==> src/hw/rtl/elevator_group_dispatcher_defines.svh <==
// Assertion macros shared by the elevator group dispatcher RTL.
// Each macro expects clk_i and rst_ni in the scope where it is used.
`ifndef ELEVATOR_GROUP_DISPATCHER_DEFINES_SVH
`define ELEVATOR_GROUP_DISPATCHER_DEFINES_SVH

// A condition that must hold at every clock edge out of reset.
`define EGD_ASSERT_ALWAYS(label, cond, msg) \
  label: assert property (@(posedge clk_i) disable iff (!rst_ni) (cond)) else $error(msg);

// A condition that must hold in the same cycle as a trigger.
`define EGD_ASSERT_SAME(label, trig, cond, msg) \
  label: assert property (@(posedge clk_i) disable iff (!rst_ni) (trig) |-> (cond)) \
    else $error(msg);

// A condition that must hold in the cycle after a trigger.
`define EGD_ASSERT_NEXT(label, trig, cond, msg) \
  label: assert property (@(posedge clk_i) disable iff (!rst_ni) (trig) |=> (cond)) \
    else $error(msg);

`endif

==> src/hw/rtl/egd_pkg.sv <==
// Types and constants of the elevator group dispatcher.
// No dependencies; used by elevator_group_dispatcher.
package egd_pkg;

  typedef enum logic [1:0] {
    OP_TICK   = 2'd0,
    OP_HALL   = 2'd1,
    OP_CAR    = 2'd2,
    OP_RECALL = 2'd3
  } opcode_e;

  typedef enum logic [2:0] {
    ST_DONE     = 3'd0,
    ST_NO_FREE  = 3'd1,
    ST_OBSTACLE = 3'd2,
    ST_OVERLOAD = 3'd3,
    ST_IGNORED  = 3'd4
  } status_e;

  typedef enum logic [1:0] {
    HEAD_STOP = 2'd0,
    HEAD_UP   = 2'd1,
    HEAD_DOWN = 2'd2
  } heading_e;

  localparam int unsigned FloorW = 4;
  localparam int unsigned InDataW = 16;
  localparam int unsigned OutDataW = 24;
  // Floors and cars shown on the result lamps and arrival mask.
  localparam int unsigned LampW = 8;
  localparam int unsigned ArrivedW = 3;

endpackage

==> src/hw/rtl/elevator_group_dispatcher.sv <==
// Elevator group dispatcher: one request in, one result out, both as streams.
// The slave channel carries events (tick, hall call, car call, recall); each
// accepted request updates the car and lamp state and produces exactly one
// result on the master channel.
// The result is registered on the clock edge that accepts the request.
// Throughput is one request per cycle while the receiver does not stall, set
// by the single pass of state update logic between the state registers and the
// result register; every car is evaluated in parallel in that pass.
// s_axis_tready_o is high whenever the result register is empty or is being
// emptied in the same cycle, so a request may be taken while the previous
// result is handed over. When the receiver stalls, the result is held and no
// further request is taken until it leaves.
// After reset every car stands at floor one, stopped and without a target,
// all hall lamps are dark and the result register is empty.
// Depends on egd_pkg and elevator_group_dispatcher_defines.svh.
`include "elevator_group_dispatcher_defines.svh"

module elevator_group_dispatcher #(
  parameter int unsigned NUM_CARS   = 3,
  parameter int unsigned NUM_FLOORS = 8
) (
  input  logic                         clk_i,
  input  logic                         rst_ni,
  input  logic                         s_axis_tvalid_i,
  output logic                         s_axis_tready_o,
  // opcode[1:0], car_index[3:2], floor[7:4], hall_up[8], obstacle_seen[9],
  // overload_seen[10], zero[15:11]
  input  logic [egd_pkg::InDataW-1:0]  s_axis_tdata_i,
  output logic                         m_axis_tvalid_o,
  input  logic                         m_axis_tready_i,
  // status[2:0], assigned_car[4:3], arrived_mask[7:5], up_lamps[15:8],
  // down_lamps[23:16]
  output logic [egd_pkg::OutDataW-1:0] m_axis_tdata_o
);

  localparam int unsigned PosW = $clog2(NUM_FLOORS + 1);
  localparam int unsigned CmpW = (PosW > egd_pkg::FloorW) ? PosW : egd_pkg::FloorW;
  localparam int unsigned CarW = (NUM_CARS > 1) ? $clog2(NUM_CARS) : 1;
  localparam int unsigned LampExtW =
    (NUM_FLOORS > egd_pkg::LampW) ? NUM_FLOORS : egd_pkg::LampW;
  localparam int unsigned ArrExtW =
    (NUM_CARS > egd_pkg::ArrivedW) ? NUM_CARS : egd_pkg::ArrivedW;

  // Request fields
  egd_pkg::opcode_e            op;
  logic [1:0]                  car_idx;
  logic [egd_pkg::FloorW-1:0]  fl;
  logic                        hall_up;
  logic                        obstacle;
  logic                        overload;
  logic                        s_fire;
  logic                        floor_ok;

  // Car and lamp state
  logic [PosW-1:0]             pos_q [NUM_CARS];
  logic [PosW-1:0]             pos_d [NUM_CARS];
  egd_pkg::heading_e           head_q [NUM_CARS];
  egd_pkg::heading_e           head_d [NUM_CARS];
  logic [NUM_CARS-1:0]         has_q, has_d;
  logic [egd_pkg::FloorW-1:0]  tgt_q [NUM_CARS];
  logic [egd_pkg::FloorW-1:0]  tgt_d [NUM_CARS];
  logic [NUM_FLOORS-1:0]       up_q, up_d, dn_q, dn_d;

  // Dispatch intermediates
  logic [CmpW-1:0]             car_span [NUM_CARS];
  logic [NUM_CARS-1:0]         free_car;
  logic [NUM_CARS-1:0]         car_sel;
  logic                        best_found;
  logic [CmpW-1:0]             best_dist;
  logic [CarW-1:0]             best_idx;
  logic [NUM_CARS-1:0]         best_oh;
  logic [NUM_CARS-1:0]         aim;
  logic                        do_move;
  egd_pkg::status_e            status;
  logic [1:0]                  assigned;
  logic [NUM_CARS-1:0]         arrived_all;
  logic [ArrExtW-1:0]          arrived_ext;
  logic [LampExtW-1:0]         up_ext, dn_ext;

  // Result register
  logic                        m_valid_q, m_valid_d;
  logic [egd_pkg::OutDataW-1:0] m_data_q;

  // Checks
  logic                        pos_in_range;
  logic                        stray_heading;

  assign op       = egd_pkg::opcode_e'(s_axis_tdata_i[1:0]);
  assign car_idx  = s_axis_tdata_i[3:2];
  assign fl       = s_axis_tdata_i[7:4];
  assign hall_up  = s_axis_tdata_i[8];
  assign obstacle = s_axis_tdata_i[9];
  assign overload = s_axis_tdata_i[10];

  assign s_axis_tready_o = !m_valid_q || m_axis_tready_i;
  assign s_fire          = s_axis_tvalid_i && s_axis_tready_o;
  assign floor_ok        = (fl != '0) && (CmpW'(fl) <= CmpW'(NUM_FLOORS));

  // Distance from every car to the requested floor, and the free cars.
  always_comb begin
    for (int c = 0; c < NUM_CARS; c++) begin
      if (CmpW'(pos_q[c]) > CmpW'(fl)) begin
        car_span[c] = CmpW'(pos_q[c]) - CmpW'(fl);
      end else begin
        car_span[c] = CmpW'(fl) - CmpW'(pos_q[c]);
      end
      free_car[c] = (head_q[c] == egd_pkg::HEAD_STOP) && !has_q[c];
      car_sel[c]  = (int'(car_idx) == c);
    end
  end

  // Nearest free car; a strict compare keeps the lowest index on a tie.
  always_comb begin
    best_found = 1'b0;
    best_dist  = '0;
    best_idx   = '0;
    best_oh    = '0;
    for (int c = 0; c < NUM_CARS; c++) begin
      if (free_car[c] && (!best_found || car_span[c] < best_dist)) begin
        best_found  = 1'b1;
        best_dist   = car_span[c];
        best_idx    = CarW'(c);
        best_oh     = '0;
        best_oh[c]  = 1'b1;
      end
    end
  end

  // State update for one request.
  always_comb begin
    pos_d       = pos_q;
    head_d      = head_q;
    has_d       = has_q;
    tgt_d       = tgt_q;
    up_d        = up_q;
    dn_d        = dn_q;
    status      = egd_pkg::ST_DONE;
    assigned    = '0;
    arrived_all = '0;
    do_move     = 1'b0;
    aim         = '0;

    unique case (op)
      egd_pkg::OP_TICK: begin
        do_move = 1'b1;
      end
      egd_pkg::OP_HALL: begin
        if (!floor_ok) begin
          status = egd_pkg::ST_IGNORED;
        end else begin
          for (int f = 0; f < NUM_FLOORS; f++) begin
            if (fl == egd_pkg::FloorW'(f + 1)) begin
              if (hall_up) begin
                up_d[f] = 1'b1;
              end else begin
                dn_d[f] = 1'b1;
              end
            end
          end
          if (best_found) begin
            aim      = best_oh;
            assigned = 2'(best_idx);
            do_move  = 1'b1;
          end else begin
            status = egd_pkg::ST_NO_FREE;
          end
        end
      end
      egd_pkg::OP_CAR: begin
        if (!(|car_sel) || !floor_ok) begin
          status = egd_pkg::ST_IGNORED;
        end else if (obstacle || overload) begin
          for (int c = 0; c < NUM_CARS; c++) begin
            if (car_sel[c]) begin
              head_d[c] = egd_pkg::HEAD_STOP;
            end
          end
          status = obstacle ? egd_pkg::ST_OBSTACLE : egd_pkg::ST_OVERLOAD;
        end else if (|(has_q & car_sel)) begin
          status = egd_pkg::ST_IGNORED;
        end else begin
          aim     = car_sel;
          do_move = 1'b1;
        end
      end
      egd_pkg::OP_RECALL: begin
        for (int c = 0; c < NUM_CARS; c++) begin
          has_d[c]  = 1'b1;
          tgt_d[c]  = egd_pkg::FloorW'(1);
          head_d[c] = (pos_q[c] == PosW'(1)) ? egd_pkg::HEAD_STOP : egd_pkg::HEAD_DOWN;
        end
      end
      default: begin
        status = egd_pkg::ST_IGNORED;
      end
    endcase

    // A car aimed at its own floor keeps its heading and arrives on the move.
    for (int c = 0; c < NUM_CARS; c++) begin
      if (aim[c]) begin
        has_d[c] = 1'b1;
        tgt_d[c] = fl;
        if (CmpW'(pos_q[c]) > CmpW'(fl)) begin
          head_d[c] = egd_pkg::HEAD_DOWN;
        end else if (CmpW'(pos_q[c]) < CmpW'(fl)) begin
          head_d[c] = egd_pkg::HEAD_UP;
        end
      end
    end

    // Cars are handled in index order so that two arrivals at one floor
    // clear the up lamp first and the down lamp second.
    if (do_move) begin
      for (int c = 0; c < NUM_CARS; c++) begin
        if (has_d[c]) begin
          if (head_d[c] == egd_pkg::HEAD_UP && pos_d[c] < PosW'(NUM_FLOORS)) begin
            pos_d[c] = pos_d[c] + PosW'(1);
          end else if (head_d[c] == egd_pkg::HEAD_DOWN && pos_d[c] > PosW'(1)) begin
            pos_d[c] = pos_d[c] - PosW'(1);
          end
          if (CmpW'(pos_d[c]) == CmpW'(tgt_d[c])) begin
            head_d[c]      = egd_pkg::HEAD_STOP;
            has_d[c]       = 1'b0;
            arrived_all[c] = 1'b1;
            for (int f = 0; f < NUM_FLOORS; f++) begin
              if (tgt_d[c] == egd_pkg::FloorW'(f + 1)) begin
                if (up_d[f]) begin
                  up_d[f] = 1'b0;
                end else if (dn_d[f]) begin
                  dn_d[f] = 1'b0;
                end
              end
            end
          end
        end
      end
    end
  end

  assign arrived_ext = ArrExtW'(arrived_all);
  assign up_ext      = LampExtW'(up_d);
  assign dn_ext      = LampExtW'(dn_d);

  always_comb begin
    m_valid_d = m_valid_q;
    if (s_fire) begin
      m_valid_d = 1'b1;
    end else if (m_axis_tready_i) begin
      m_valid_d = 1'b0;
    end
  end

  always_ff @(posedge clk_i or negedge rst_ni) begin
    if (!rst_ni) begin
      m_valid_q <= 1'b0;
      has_q     <= '0;
      up_q      <= '0;
      dn_q      <= '0;
      for (int c = 0; c < NUM_CARS; c++) begin
        pos_q[c]  <= PosW'(1);
        head_q[c] <= egd_pkg::HEAD_STOP;
      end
    end else begin
      m_valid_q <= m_valid_d;
      if (s_fire) begin
        has_q  <= has_d;
        up_q   <= up_d;
        dn_q   <= dn_d;
        pos_q  <= pos_d;
        head_q <= head_d;
      end
    end
  end

  // Targets are only read while the matching target flag is set.
  always_ff @(posedge clk_i) begin
    if (s_fire) begin
      tgt_q    <= tgt_d;
      m_data_q <= {dn_ext[egd_pkg::LampW-1:0], up_ext[egd_pkg::LampW-1:0],
                   arrived_ext[egd_pkg::ArrivedW-1:0], assigned, status};
    end
  end

  assign m_axis_tvalid_o = m_valid_q;
  assign m_axis_tdata_o  = m_data_q;

  always_comb begin
    pos_in_range  = 1'b1;
    stray_heading = 1'b0;
    for (int c = 0; c < NUM_CARS; c++) begin
      if (pos_q[c] == '0 || pos_q[c] > PosW'(NUM_FLOORS)) begin
        pos_in_range = 1'b0;
      end
      if (!has_q[c] && head_q[c] != egd_pkg::HEAD_STOP) begin
        stray_heading = 1'b1;
      end
    end
  end

  `EGD_ASSERT_ALWAYS(a_pos_in_range, pos_in_range, "car position left the served floors")
  `EGD_ASSERT_ALWAYS(a_idle_car_stopped, !stray_heading, "car without target is moving")
  `EGD_ASSERT_NEXT(a_recall_targets, s_fire && op == egd_pkg::OP_RECALL, &has_q,
    "recall left a car without target")
  `EGD_ASSERT_SAME(a_assigned_done, m_valid_q && m_data_q[4:3] != 2'd0,
    m_data_q[2:0] == egd_pkg::ST_DONE, "car assigned on a refused request")

endmodule
==> config.mk <==
export PLATFORM = sky130hd
export DESIGN_NAME = elevator_group_dispatcher
export DESIGN_NICKNAME = d
export VERILOG_FILES = /design/src/hw/rtl/egd_pkg.sv /design/src/hw/rtl/elevator_group_dispatcher.sv
export VERILOG_INCLUDE_DIRS = /design/src /design/src/hw/rtl
export SDC_FILE = /design/constraint.sdc
export NUM_CORES = 1
export LEC_CHECK = 0
export BUFFER_PORTS_ARGS = -buffer_cell sky130_fd_sc_hd__clkbuf_2
export CAP_MARGIN = 20
export CORE_MARGIN = 5
export CORE_UTILIZATION = 25
export DETAILED_ROUTE_END_ITERATION = 6
export PLACE_DENSITY_LB_ADDON = 0.08
export SYNTH_ARGS = -nofsm -noshare
export SYNTH_HDL_FRONTEND = slang
export SYNTH_SLANG_ARGS = --single-unit
==> constraint.sdc <==
create_clock -name clk_i -period 9.33 [get_ports clk_i]
set_input_delay 0.4665 -clock clk_i [delete_from_list [all_inputs] [get_ports clk_i]]
set_output_delay 0.4665 -clock clk_i [all_outputs]
set_load 0.05 [all_outputs]
* Word level (Yosys, flattened, before mapping)
Cells that the tools add are included.
W data, S select, Z words.
** Word-level totals
- Register bits after elaboration :: 74
- Bits in latches :: 0
- Memory bits (writable) :: 0
- Bits in read-only memories :: 0
- Input port bits :: 20
- Output and inout bits :: 26
- Word-level logic and storage cells :: 355
- Memories :: 0
** Operators by class
- Add/sub/neg operators :: 12
- Multiply operators :: 0
- Div/mod/pow operators :: 0
- Order comparisons :: 15
- Equal/unequal tests :: 49
- Shifts and indexed selects :: 0
- Muxes and demuxes :: 213
- Bitwise operators :: 4
- Reductions and logical operators :: 43
** Operators with widths (count)
- $mux W8 :: 20
- $mux W1 :: 130
- $mux W4 :: 20
- $eq A4 B3 Y1 const B :: 16
- $mux W2 :: 22
- $mux W3 :: 13
- $eq A4 B2 Y1 const B :: 8
- $eq A4 B1 Y1 const B :: 7
- $sub A4 B4 Y4 :: 6
- $lt A4 B4 Y1 :: 5
- $mux W6 :: 3
- $eq A4 B4 Y1 const B :: 4
- $eq A2 B2 Y1 const B :: 7
- $logic_and A1 B1 Y1 :: 13
- $add A4 B1 Y4 const B :: 3
- $eq A4 B4 Y1 :: 3
- $gt A4 B1 Y1 const B :: 3
- $gt A4 B4 Y1 :: 3
- $lt A4 B4 Y1 const B :: 3
- $mux W12 :: 1
- $pmux W3 S2 :: 2
- $pmux W6 S2 :: 1
- $reduce_and A3 Y1 :: 4
- $sub A4 B1 Y4 const B :: 3
- other kinds (13) :: 36

* Logic depth before layout (Yosys ltp)
Gate-level depths: netlist (run 1).
- Depth after elaboration :: 34
- Depth in mapped cells :: 32
- Depth with buffers taken out :: 30

* Least setup slack after synthesis (run 1)
OpenSTA, ideal clock, no wires.
- Path type :: input to register
- Start point :: in s_axis_tdata_i[6] (netlist bit)
- End point :: reg m_data_q (netlist bit m_axis_tdata_o[21]), data pin
- Setup time :: 0.276 ns
- Arrival time :: 6.644 ns
- Required time :: 9.054 ns
- Setup slack :: 2.410 ns
- Cell stages on the path :: 28
- Buffers on the path :: 1
- Cell sequence :: buf_2 -> clkinv_1 -> ha_1 -> a21o_1 -> a21oi_1 -> a41o_1 -> mux2i_1 -> xor2_1 -> nand2_1 -> ha_1 -> o211ai_1 -> o211ai_1 -> nand2_1 -> nor2_1 -> a21oi_1 -> ha_1 -> and2_1 -> or3_4 -> a2111oi_4 -> o31a_2 -> nor3_1 -> or3_1 -> a211o_1 -> xor2_1 -> nor4_1 -> a22oi_1 -> a221oi_2 -> a21oi_1
** On the way
- Longest elaborated chain between the ends :: 34
- Elaborated cells on any way between the ends :: 116
- Classes of those cells :: add/sub: 6; order compare: 9; eq/ne: 13; mux: 73; reduce/logical: 15
** RTL lines
- from (decl) :: RTL line elevator_group_dispatcher.sv:28 : input logic [egd_pkg::InDataW-1:0] s_axis_tdata_i,
- $sub A4 B4 Y4, or another cell as far along :: RTL line elevator_group_dispatcher.sv:105 : car_span[c] = CmpW'(fl) - CmpW'(pos_q[c]);
- $mux W4 :: RTL line elevator_group_dispatcher.sv:102 : if (CmpW'(pos_q[c]) > CmpW'(fl)) begin
- $mux W4 :: RTL line elevator_group_dispatcher.sv:119 : if (free_car[c] && (!best_found || car_span[c] < best_dist)) begin
- $lt A4 B4 Y1 :: RTL line elevator_group_dispatcher.sv:119
- $logic_or A1 B1 Y1 :: RTL line elevator_group_dispatcher.sv:119
- $logic_and A1 B1 Y1 :: RTL line elevator_group_dispatcher.sv:119
- $mux W4 / $mux W1 (equally long branches) :: RTL line elevator_group_dispatcher.sv:119
- $lt A4 B4 Y1 / $logic_not A1 Y1 (equally long branches) :: RTL line elevator_group_dispatcher.sv:119
- [... 19 more ...]
- $mux W8, on equally long branches :: RTL line elevator_group_dispatcher.sv:221, elevator_group_dispatcher.sv:215
- $mux W8, on equally long branches :: RTL line elevator_group_dispatcher.sv:215, elevator_group_dispatcher.sv:213
- $mux W1 :: RTL line elevator_group_dispatcher.sv:227 : if (up_d[f]) begin
- $mux W1 :: RTL line elevator_group_dispatcher.sv:226 : if (tgt_d[c] == egd_pkg::FloorW'(f + 1)) begin
- $mux W8 :: RTL line elevator_group_dispatcher.sv:221 : if (CmpW'(pos_d[c]) == CmpW'(tgt_d[c])) begin
- $mux W8 :: RTL line elevator_group_dispatcher.sv:215 : if (has_d[c]) begin
- $mux W8 * :: RTL line elevator_group_dispatcher.sv:213 : if (do_move) begin
- net dn_d[5] :: RTL line elevator_group_dispatcher.sv:62 : logic [NUM_FLOORS-1:0] up_q, up_d, dn_q, dn_d;
- to (signal assigned) :: RTL line elevator_group_dispatcher.sv:279 : m_data_q <= {dn_ext[egd_pkg::LampW-1:0], up_ext[egd_pkg::LampW-1:0],
- to (decl) :: RTL line elevator_group_dispatcher.sv:82 : logic [egd_pkg::OutDataW-1:0] m_data_q;
The timed path passes the listed nets; every way through them passes the cells marked *. The select of a mux whose other input is x is not followed.
A chain may end at the register's enable or synchronous reset.

* Worst setup path after layout (run 1)
- Start point :: reg pos_q[8] (netlist bit)
- End point :: reg m_data_q (netlist bit m_axis_tdata_o[16]), data pin
** On the way
- Longest elaborated chain between the ends :: 34
- Elaborated cells on any way between the ends :: 92
- Classes of those cells :: add/sub: 4; order compare: 6; eq/ne: 13; mux: 58; reduce/logical: 11
** RTL lines
- from (decl) :: RTL line elevator_group_dispatcher.sv:55 : logic [PosW-1:0] pos_q [NUM_CARS];
- from (signal, indexed assignment) :: RTL line elevator_group_dispatcher.sv:260 : pos_q[c] <= PosW'(1);
- from (signal assigned) :: RTL line elevator_group_dispatcher.sv:269 : pos_q <= pos_d;
- $sub A4 B4 Y4, or another cell as far along :: RTL line elevator_group_dispatcher.sv:105
- $mux W4 :: RTL line elevator_group_dispatcher.sv:102
- $mux W4 :: RTL line elevator_group_dispatcher.sv:119
- $lt A4 B4 Y1 :: RTL line elevator_group_dispatcher.sv:119
- $logic_or A1 B1 Y1 :: RTL line elevator_group_dispatcher.sv:119
- $logic_and A1 B1 Y1 :: RTL line elevator_group_dispatcher.sv:119
- $mux W4 / $mux W1 (equally long branches) :: RTL line elevator_group_dispatcher.sv:119
- $lt A4 B4 Y1 / $logic_not A1 Y1 (equally long branches) :: RTL line elevator_group_dispatcher.sv:119
- [... 19 more ...]
- $mux W8, on equally long branches :: RTL line elevator_group_dispatcher.sv:221, elevator_group_dispatcher.sv:215
- $mux W8, on equally long branches :: RTL line elevator_group_dispatcher.sv:215, elevator_group_dispatcher.sv:213
- $mux W1 :: RTL line elevator_group_dispatcher.sv:227
- $mux W1 :: RTL line elevator_group_dispatcher.sv:226
- $mux W8 :: RTL line elevator_group_dispatcher.sv:221
- $mux W8 :: RTL line elevator_group_dispatcher.sv:215
- $mux W8 * :: RTL line elevator_group_dispatcher.sv:213
- net dn_d[0] :: RTL line elevator_group_dispatcher.sv:62
Marks and branches as above.

==> results of run 1 <==
-- per-layer routing --
metal  global-route usage [%]  vias to the layer above  part of all wire, %
li1                         -                     3335                    -
met1                     23.7                     3390                   49
met2                     28.2                      133                   47
met3                     2.70                       18                  3.4
met4                     3.45                        0                  1.1
met5                        0                        -                    0
-- kinds of logic (layout without fill, tap and decap cells) --
kind of cell	after synthesis	after routing	share of synthesized area, %
adder cells (fa/ha/maj)	46	46	8.71
XOR/XNOR	20	20	2.65
buffers and inverters	62	131	3.44
AO/OA/AOI/OAI	306	306	31.4
multiplexers	15	15	2.34
flip-flops	74	74	28.6
AND/OR/NAND/NOR	304	304	22.9
-- metrics by stage --
step / utilization (%) / hold slack, ps / std cells / power [W] / instance area, um2
final: 29.8 / 211 / 1274 / 0.00202 / 8340
after global routing: 29.8 / 285 / 1274 / 0.00218 / 8340
after CTS: 29.8 / 246 / 1274 / 0.00204 / 8340
after detailed placement: 28.6 / 476 / 1258 / 0.00160 / 7980
after global placement: 28.6 / 470 / 1258 / 0.00161 / 7980
after floorplan: - / 171 / 827 / 0.00128 / 7120
-- area by class of cell --
class	instances	area (um2)	share of cell area, %
Inverter	38	143	1.71
Clock inverter	7	126	1.52
Clock buffer	9	225	2.70
Sequential cell	74	2040	24.4
Multi-Input combinational cell	691	4840	58.1
Timing Repair Buffer	77	490	5.88
Tap cell	378	473	5.67
-- power by group through the flow --
stage | Sequential (W) | Clock, W | Combinational [W]
floorplan | 0.000484 | 0 | 0.000796
global placement | 0.000491 | 0 | 0.00112
detailed placement | 0.000489 | 0 | 0.00111
CTS | 0.000482 | 0.000442 | 0.00112
global route | 0.000493 | 0.000452 | 0.00123
finish | 0.000484 | 0.000428 | 0.00111
-- worst max-delay path: cells and delay by family, from the launching register on --
kind            cells  cell delay [ps]
mux                 1              240
buf+inv             3              510
flops               1              420
simple gates        9             2190
xor+xnor            1              230
compound gates     12             2820
fa+ha+maj           4             1210
-- cell usage in the layout (no fill, tap or decap), types with 12 or more instances in the layout --
cell and count:
a211oi_1 15, a21o_1 15, a21oi_1 83, a31oi_1 19, buf_4 36, clkbuf_2 40, dfrtp_1 35, edfxtp_1 36
ha_1 40, inv_1 36, nand2_1 74, nand3_1 18, nand4_1 14, nor2_1 73, nor3_1 24, nor4_1 12
o211ai_1 14, o21ai_0 34, xnor2_1 14
-- flip-flops by register name (all words and copies together), names as in the netlist --
signal,count
m_axis_tdata_o,24
dn_q,8
head_q,6
tgt_q,12
pos_q,12
has_q,3
m_axis_tvalid_o,1
up_q,8
-- path summary, 6_finish.rpt --
kind	from	end	depth (start not counted)
worst min register to register	up_q[6]	up_q[6]	2
max in group asynchronous	rst_ni	dn_q[6]	2
worst min-delay path	rst_ni	pos_q[6]	2
worst max register to register	pos_q[8]	m_axis_tdata_o[16]	30
worst max-delay path	pos_q[8]	m_axis_tdata_o[16]	30
min in group clk_i	s_axis_tvalid_i	m_axis_tvalid_o	2
==> impl_metrics.json, run 1 <==
{
  "outcome": "finished, final reports clean",
  "cts_buffer_depth": 2,
  "switchingPower_w": 0.000951,
  "critical_path_required_ps": 9420,
  "synth_cell_types": 106,
  "fin_crit_ps": 7900,
  "track_usage_pct": 17.1,
  "grt_pass1_wl_mm": 41.6,
  "place.gp.congestion": 0.829,
  "cts_repair_resize_count": 0,
  "fin_nets": 957,
  "place_ws_ps": 1160,
  "htreeDepth": 3,
  "clk_pin_slew_ps": 70,
  "powerDensity_nw_per_um2": 243,
  "p_leak_nw": 3.20,
  "diodes": 0,
  "power.share.clock_pct": 21.2,
  "synthTopCellsByCount": "a21oi_1, nand2_1, nor2_1, ha_1, inv_1",
  "yosysMostFrequentCell": "a21oi_1",
  "viasPerCell": 5.40,
  "synth.top_cell.area_share_pct": 15.2,
  "antenna_found_initial": 0,
  "seqPwrFrac_pct": 23.9,
  "worstSetupStartpointType": "register",
  "die_w_um": 179,
  "synth_edf_count": 36,
  "dieArea_um2": 32000,
  "cp_slowest_stage_delay_ps": 540,
  "clock-sinks": 74,
  "syn2layout_area_growth_pct": 17.0,
  "drv_cap": 0,
  "clock_latency_ps": 350,
  "slew_viol_final": 0,
  "synth_area_um2": 7120,
  "grt_pass1_vias": 6793,
  "ys_ff_latch": 74,
  "grt_max_degree": 47,
  "hold_violations": 0,
  "finalCritPeriodShare_pct": 84.7,
  "synthCells": 827,
  "vias": 6876,
  "async_flop_share_pct": 51.4,
  "arrival_ps": 8000,
  "syn_area_per_cell_um2": 8.61,
  "place_hpwl_mm": 20.3,
  "cts_tree": "done",
  "slowest_stage": "nor4_1",
  "power_frac_comb_pct": 54.9,
  "hold_buffers": 0,
  "synth_area_leader_cell": "edfxtp_1",
  "p_sw_share_pct": 47.0,
  "post_cts.repair.setup_buffers": 0,
  "wirelength_mm": 26.8,
  "grt_overflow": 0,
  "rows": 61,
  "max_freq_ghz": 0.127,
  "drc": 0,
  "ioPinCount": 46,
  "tightest_slew_ps": 1030,
  "slew_headroom_pct": 30.7,
  "hold_class": "in2async",
  "setup_ws_ps": 1430,
  "synth_ff_type": "edfxtp_1",
  "p_int_w": 0.00107,
  "drive_gt1_share_pct": 17.4,
  "setup_violations": 0,
  "yosys-top-cells-area": "edfxtp_1, dfrtp_1, ha_1",
  "tns_ps": 0,
  "first_iter_violations": 572,
  "syn-num-nets": 893,
  "port-buffer-count": 40,
  "drtPass1Iterations": 5,
  "r2r_setup_slack_ps": 1430,
  "rsz0062_at_grt": "false",
  "cts_buffers": 9,
  "crit_type": "reg2reg",
  "seq_area_frac_synth_pct": 28.6,
  "ctsRootBufferMaster": "clkbuf_16",
  "nFillCells": 3088,
  "finClkSkew_ps": 9.79,
  "yosys_warnings": 0,
  "start_util_pct": 25.5,
  "ir_worst_vdd_v": 0.0000779,
  "wire_per_inst_um": 21.0,
  "endpoint_kind": "register",
  "die_height_um": 179,
  "core-area_um2": 27900,
  "ant_nets": 0,
  "path_common_cell": "a21oi_1",
  "critPathMaxFanout": 10
}
(Power assumes the default switching activity.)
==> run 2: changes to the inputs <==
ABC_AREA = 1   (was unset)
clock period = 6.5 ns   (was 9.33 ns; I/O delays follow)
==> impl_metrics.json, run 2 <==
{
  "fin_crit_ps": 5880,
  "p_sw_share_pct": 48.8,
  "power.share.clock_pct": 17.8,
  "die_height_um": 170,
  "syn-num-nets": 972,
  "slew_viol_final": 0,
  "cts_buffers": 9,
  "switchingPower_w": 0.00144,
  "synth_compound_area_share_pct": 10.6,
  "port-buffer-count": 40,
  "seqPwrFrac_pct": 24.7,
  "grt_overflow": 0,
  "tightest_slew_ps": 612,
  "worstSetupStartpointType": "register",
  "clock_latency_ps": 350,
  "max_freq_ghz": 0.170,
  "synth.top_cell.area_share_pct": 16.9,
  "diodes": 0,
  "hold_violations": 0,
  "ctsRootBufferMaster": "clkbuf_16",
  "met1_length_mm": 10.6,
  "async_flop_share_pct": 51.4,
  "synthCells": 906,
  "wl_met3_um": 548,
  "core-area_um2": 25300,
  "synth_cell_types": 50,
  "clock-sinks": 74,
  "start_util_pct": 25.4,
  "powerDensity_nw_per_um2": 389,
  "post_cts.repair.setup_buffers": 0,
  "cts_tree": "done",
  "wire_per_inst_um": 15.7,
  "synth_edf_count": 36,
  "synth_ff_type": "edfxtp_1",
  "finClkSkew_ps": 5.86,
  "grt_pass1_wl_mm": 32.7,
  "die_w_um": 170,
  "r2r_setup_slack_ps": 620,
  "drc": 0,
  "drv_cap": 0,
  "final_cell_mix": "nand2_1, inv_1, nand3_1",
  "clk_pin_slew_ps": 70,
  "vias": 5940,
  "synth_fa_ha_area_share_pct": 9.67,
  "crit-reg2reg-capture": "m_axis_tdata_o[23]",
  "track_usage_pct": 14.5,
  "finalCritPeriodShare_pct": 90.4,
  "viasPerCell": 4.50,
  "endpoint_kind": "register",
  "antenna_found_initial": 0,
  "grt_pass1_vias": 5704,
  "synthSimpleGateAreaFrac_pct": 36.1,
  "path_common_cell": "nand2_1",
  "largest_reg_flops": 24,
  "ant_nets": 0,
  "drive_gt1_share_pct": 17.2,
  "synth_xor_area_share_pct": 1.50,
  "slowest_stage": "dfstp_2",
  "p_int_w": 0.00151,
  "setup_violations": 0,
  "htreeDepth": 3,
  "synth_area_leader_cell": "edfxtp_1",
  "dieArea_um2": 29000,
  "ys_ff_latch": 74,
  "synth_top_family_by_area": "simple AND/OR/NAND/NOR gates",
  "rr_worst_depth": 48,
  "place_hpwl_mm": 16.1,
  "worst-path-buf-inv": 7,
  "rows": 58,
  "final_common_cell": "nand2_1",
  "outcome": "finished, final reports clean",
  "drtPass1Iterations": 4,
  "seq_area_frac_synth_pct": 31.7,
  "synthTopCellsByCount": "nand2_1, inv_1, nand3_1, nor2_1, o21ai_0",
  "first_iter_violations": 347,
  "cp_top_family": "simple AND/OR/NAND/NOR gates",
  "ir_worst_vdd_v": 0.000134,
  "regToRegStartpoint": "pos_q[8]",
  "yosys-top-cells-area": "edfxtp_1, nand2_1, dfrtp_1",
  "syn_area_per_cell_um2": 7.08,
  "stdcell_count": 1320,
  "yosys_warnings": 0,
  "rsz0062_at_grt": "false",
  "cts_buffer_depth": 2,
  "arrival_ps": 5970,
  "syn2layout_area_growth_pct": 18.0,
  "yosysMostFrequentCell": "nand2_1",
  "synth_area_um2": 6410,
  "ioPinCount": 46,
  "fin_nets": 1051,
  "cp_num_cells": 48,
  "hold_class": "in2async",
  "place.gp.congestion": 0.809,
  "crit_type": "reg2reg",
  "p_leak_nw": 3.61,
  "synthMuxAreaShare_pct": 0.312,
  "tns_ps": 0,
  "critPathMaxFanout": 9,
  "highest_layer": "met4",
  "cp_slowest_stage_delay_ps": 590,
  "crit_path_start": "pos_q[8]",
  "dpl.cell_count": 1304,
  "slew_headroom_pct": 59.2,
  "power_frac_comb_pct": 57.5,
  "wirelength_mm": 20.7,
  "wl_met2_mm": 9.32,
  "grt_max_degree": 45,
  "critical_path_required_ps": 6590
}
==> run 2: timing repair <==
item	4_1_cts	5_1_grt
gates resized for setup	0	3
hold buffers	0	0
endpoints found under the hold margin	0	0
endpoints found under the setup margin	0	30
==> run 2: area by class of cell <==
| class | instances | area [um2] |
|---|---|---|
| clock buffer | 9 | 225 |
| clock inverter | 7 | 68.8 |
| fill | 2837 | 17700 |
| inverter | 151 | 567 |
| multi-input combinational | 668 | 3750 |
| sequential | 74 | 2040 |
| tap | 330 | 413 |
| timing repair buffer | 81 | 508 |
==> run 2: worst max-delay path by stage <==
stage | end
floorplan | m_axis_tdata_o[22]
global placement | m_axis_tdata_o[23]
detailed placement | m_axis_tdata_o[23]
CTS | m_axis_tdata_o[23]
global route | m_axis_tdata_o[20]
finish | m_axis_tdata_o[23]
==> run 2: power by group through the flow <==
stage	Combinational, W	Sequential [W]	Clock, W
3_5_place_dp	0.00169	0.000737	0
6_report	0.00169	0.000726	0.000524
3_3_place_gp	0.00170	0.000738	0
4_1_cts	0.00170	0.000729	0.000546
2_1_floorplan	0.00118	0.000772	0
5_1_grt	0.00193	0.000742	0.000567
==> run 2: worst reg2reg max path: cells and delay by family (launching register included) <==
family | cells | cell delay, ps
buffers and inverters | 7 | 580
adders and majority gates | 4 | 930
AOI/OAI and AO/OA | 6 | 860
DFF | 1 | 590
and+or+nand+nor | 31 | 2670
==> run 2: through the flow <==
step / setup WS [ps] / utilization, % / hold slack (ps) / area (um2) / total power (W)
3_5_place_dp: 363 / 28.8 / 466 / 7260 / 0.00243
4_1_cts: 461 / 29.9 / 96.8 / 7560 / 0.00297
2_1_floorplan: 1390 / - / 29.4 / 6410 / 0.00195
6_report: 622 / 30.0 / 49.5 / 7570 / 0.00294
5_1_grt: 26.4 / 30.0 / 123 / 7570 / 0.00324
3_3_place_gp: 367 / 28.8 / 464 / 7260 / 0.00243
==> run 2: layer usage <==
layer	vias up	GRT usage (%)
li1	3102	-
met1	2765	21.0
met2	58	22.9
met4	0	3.37
met5	-	0
met3	15	2.07
==> run 2: cells by family (layout without fill, tap and decap cells) <==
logic type	after synthesis	after routing
AND/OR/NAND/NOR	495	495
multiplexers	2	2
adder cells (fa/ha/maj)	46	46
buffers and inverters	164	248
flip-flops	74	74
AO/OA/AOI/OAI	114	114
XOR/XNOR	11	11
==> run 3: changes to the inputs <==
CORE_MARGIN = 2   (was 5)
clock period = 7.22 ns   (was 6.5 ns; I/O delays follow)
==> impl_metrics.json, run 3 (synthesis results as in run 2) <==
{
  "r2r_setup_slack_ps": 990,
  "grt_max_degree": 44,
  "multiInputGateArea_um2": 3740,
  "cp_slowest_stage_delay_ps": 590,
  "path_common_cell": "nand2_1",
  "die_w_um": 164,
  "clock-sinks": 74,
  "largest_reg_flops": 24,
  "viasPerCell": 4.57,
  "grt_pass1_wl_mm": 32.8,
  "wire_per_inst_um": 15.9,
  "ir_worst_vdd_v": 0.000108,
  "fin_crit_ps": 6230,
  "slew_headroom_pct": 59.3,
  "dieArea_um2": 27000,
  "syn2layout_area_growth_pct": 15.1,
  "crit_type": "reg2reg",
  "setup_violations": 0,
  "hold_buffers": 0,
  "ioPinCount": 46,
  "vias": 5924,
  "antenna_found_initial": 0,
  "tns_ps": 0,
  "p_leak_nw": 3.50,
  "outcome": "finished, final reports clean",
  "final_cell_mix": "nand2_1, inv_1, nand3_1",
  "regToRegStartpoint": "pos_q[8]",
  "rr_worst_depth": 45,
  "start_util_pct": 25.5,
  "clk_pin_slew_ps": 70,
  "drc": 0,
  "port-buffer-count": 40,
  "first_iter_violations": 363,
  "cp_top_family": "simple AND/OR/NAND/NOR gates",
  "grt_pass1_vias": 5787,
  "nFillCells": 2793,
  "core-area_um2": 25200,
  "max_freq_ghz": 0.161,
  "cts_buffer_depth": 2,
  "crit-reg2reg-capture": "m_axis_tdata_o[19]",
  "arrival_ps": 6320,
  "tightest_slew_ps": 610,
  "critical_path_required_ps": 7310,
  "track_usage_pct": 16.1,
  "place_hpwl_mm": 15.8,
  "fin_nets": 1027,
  "slowest_stage": "dfstp_2",
  "htreeDepth": 3,
  "finalCritPeriodShare_pct": 86.3,
  "critPathMaxFanout": 9,
  "dpl.cell_count": 1280,
  "cts_buffers": 9,
  "cts_repair_resize_count": 0,
  "hold_violations": 0,
  "ctsRootBufferMaster": "clkbuf_16",
  "drive_gt1_share_pct": 14.9,
  "final_common_cell": "nand2_1",
  "place.gp.congestion": 0.807,
  "drtPass1Iterations": 5,
  "crit_path_start": "pos_q[8]",
  "worst-path-buf-inv": 6,
  "endpoint_kind": "register",
  "wirelength_mm": 20.6,
  "powerDensity_nw_per_um2": 350,
  "slew_viol_final": 0,
  "rsz0062_at_grt": "false",
  "grt_overflow": 0,
  "die_height_um": 164,
  "clock_latency_ps": 350,
  "rows": 58,
  "regArea_um2": 2040,
  "post_cts.repair.setup_buffers": 0,
  "diodes": 0,
  "cts_tree": "done",
  "worstSetupStartpointType": "register",
  "hold_class": "in2async",
  "finClkSkew_ps": 8.62,
  "stdcell_count": 1296,
  "ant_nets": 0,
  "drv_cap": 0
}
[run 3: cell types whose count changed in the layout (fill, tap and decap cells not counted), sizes merged]
cell,before,now
buf,41,17
clkinv,3,4
clkbuf,49,50
clkinvlp,3,1
[run 3: stage by stage]
stage               hold WS (ps)  area [um2]  power [W]  util (%)  setup slack (ps)
finish                       112        7380    0.00259      29.3               991
global route                 175        7380    0.00286      29.3               177
CTS                          140        7380    0.00263      29.3               944
detailed placement           466        7080    0.00212      28.1               907
global placement             467        7080    0.00213      28.1               903
floorplan                   65.4        6410    0.00176         -              2110
[run 3: where the power goes]
group | internal (W) | switching, W
sequential | 0.000556 | 0.0000962
clock | 0.000278 | 0.000209
combinational | 0.000475 | 0.000971
total | 0.00131 | 0.00128
[run 3: layer usage]
| metal | part of all wire, % | wire length [um] | vias up | global-route usage (%) |
|---|---|---|---|---|
| li1 | - | - | 3060 | - |
| met1 | 51 | 10500 | 2756 | 22.9 |
| met2 | 45 | 9200 | 87 | 25.4 |
| met3 | 2.5 | 515 | 21 | 1.82 |
| met4 | 1.7 | 352 | 0 | 4.55 |
| met5 | 0 | 0 | - | 0 |
[run 3: worst max-delay path by stage]
stage / endpoint / slack (ps) / cells past startpoint
after floorplan: m_axis_tdata_o[22] / 2110 / 46
after global placement: m_axis_tdata_o[16] / 900 / 39
after detailed placement: m_axis_tdata_o[19] / 910 / 40
after CTS: m_axis_tdata_o[19] / 940 / 45
after global routing: m_axis_tdata_o[19] / 180 / 45
final: m_axis_tdata_o[19] / 990 / 45
[run 3: cell type report]
class / count / area share [%]
Clock buffer: 10 / 3.24
Tap cell: 330 / 5.59
Clock inverter: 6 / 0.864
Inverter: 151 / 7.68
Sequential cell: 74 / 27.6
Multi-Input combinational cell: 668 / 50.6
Timing Repair Buffer: 57 / 4.44
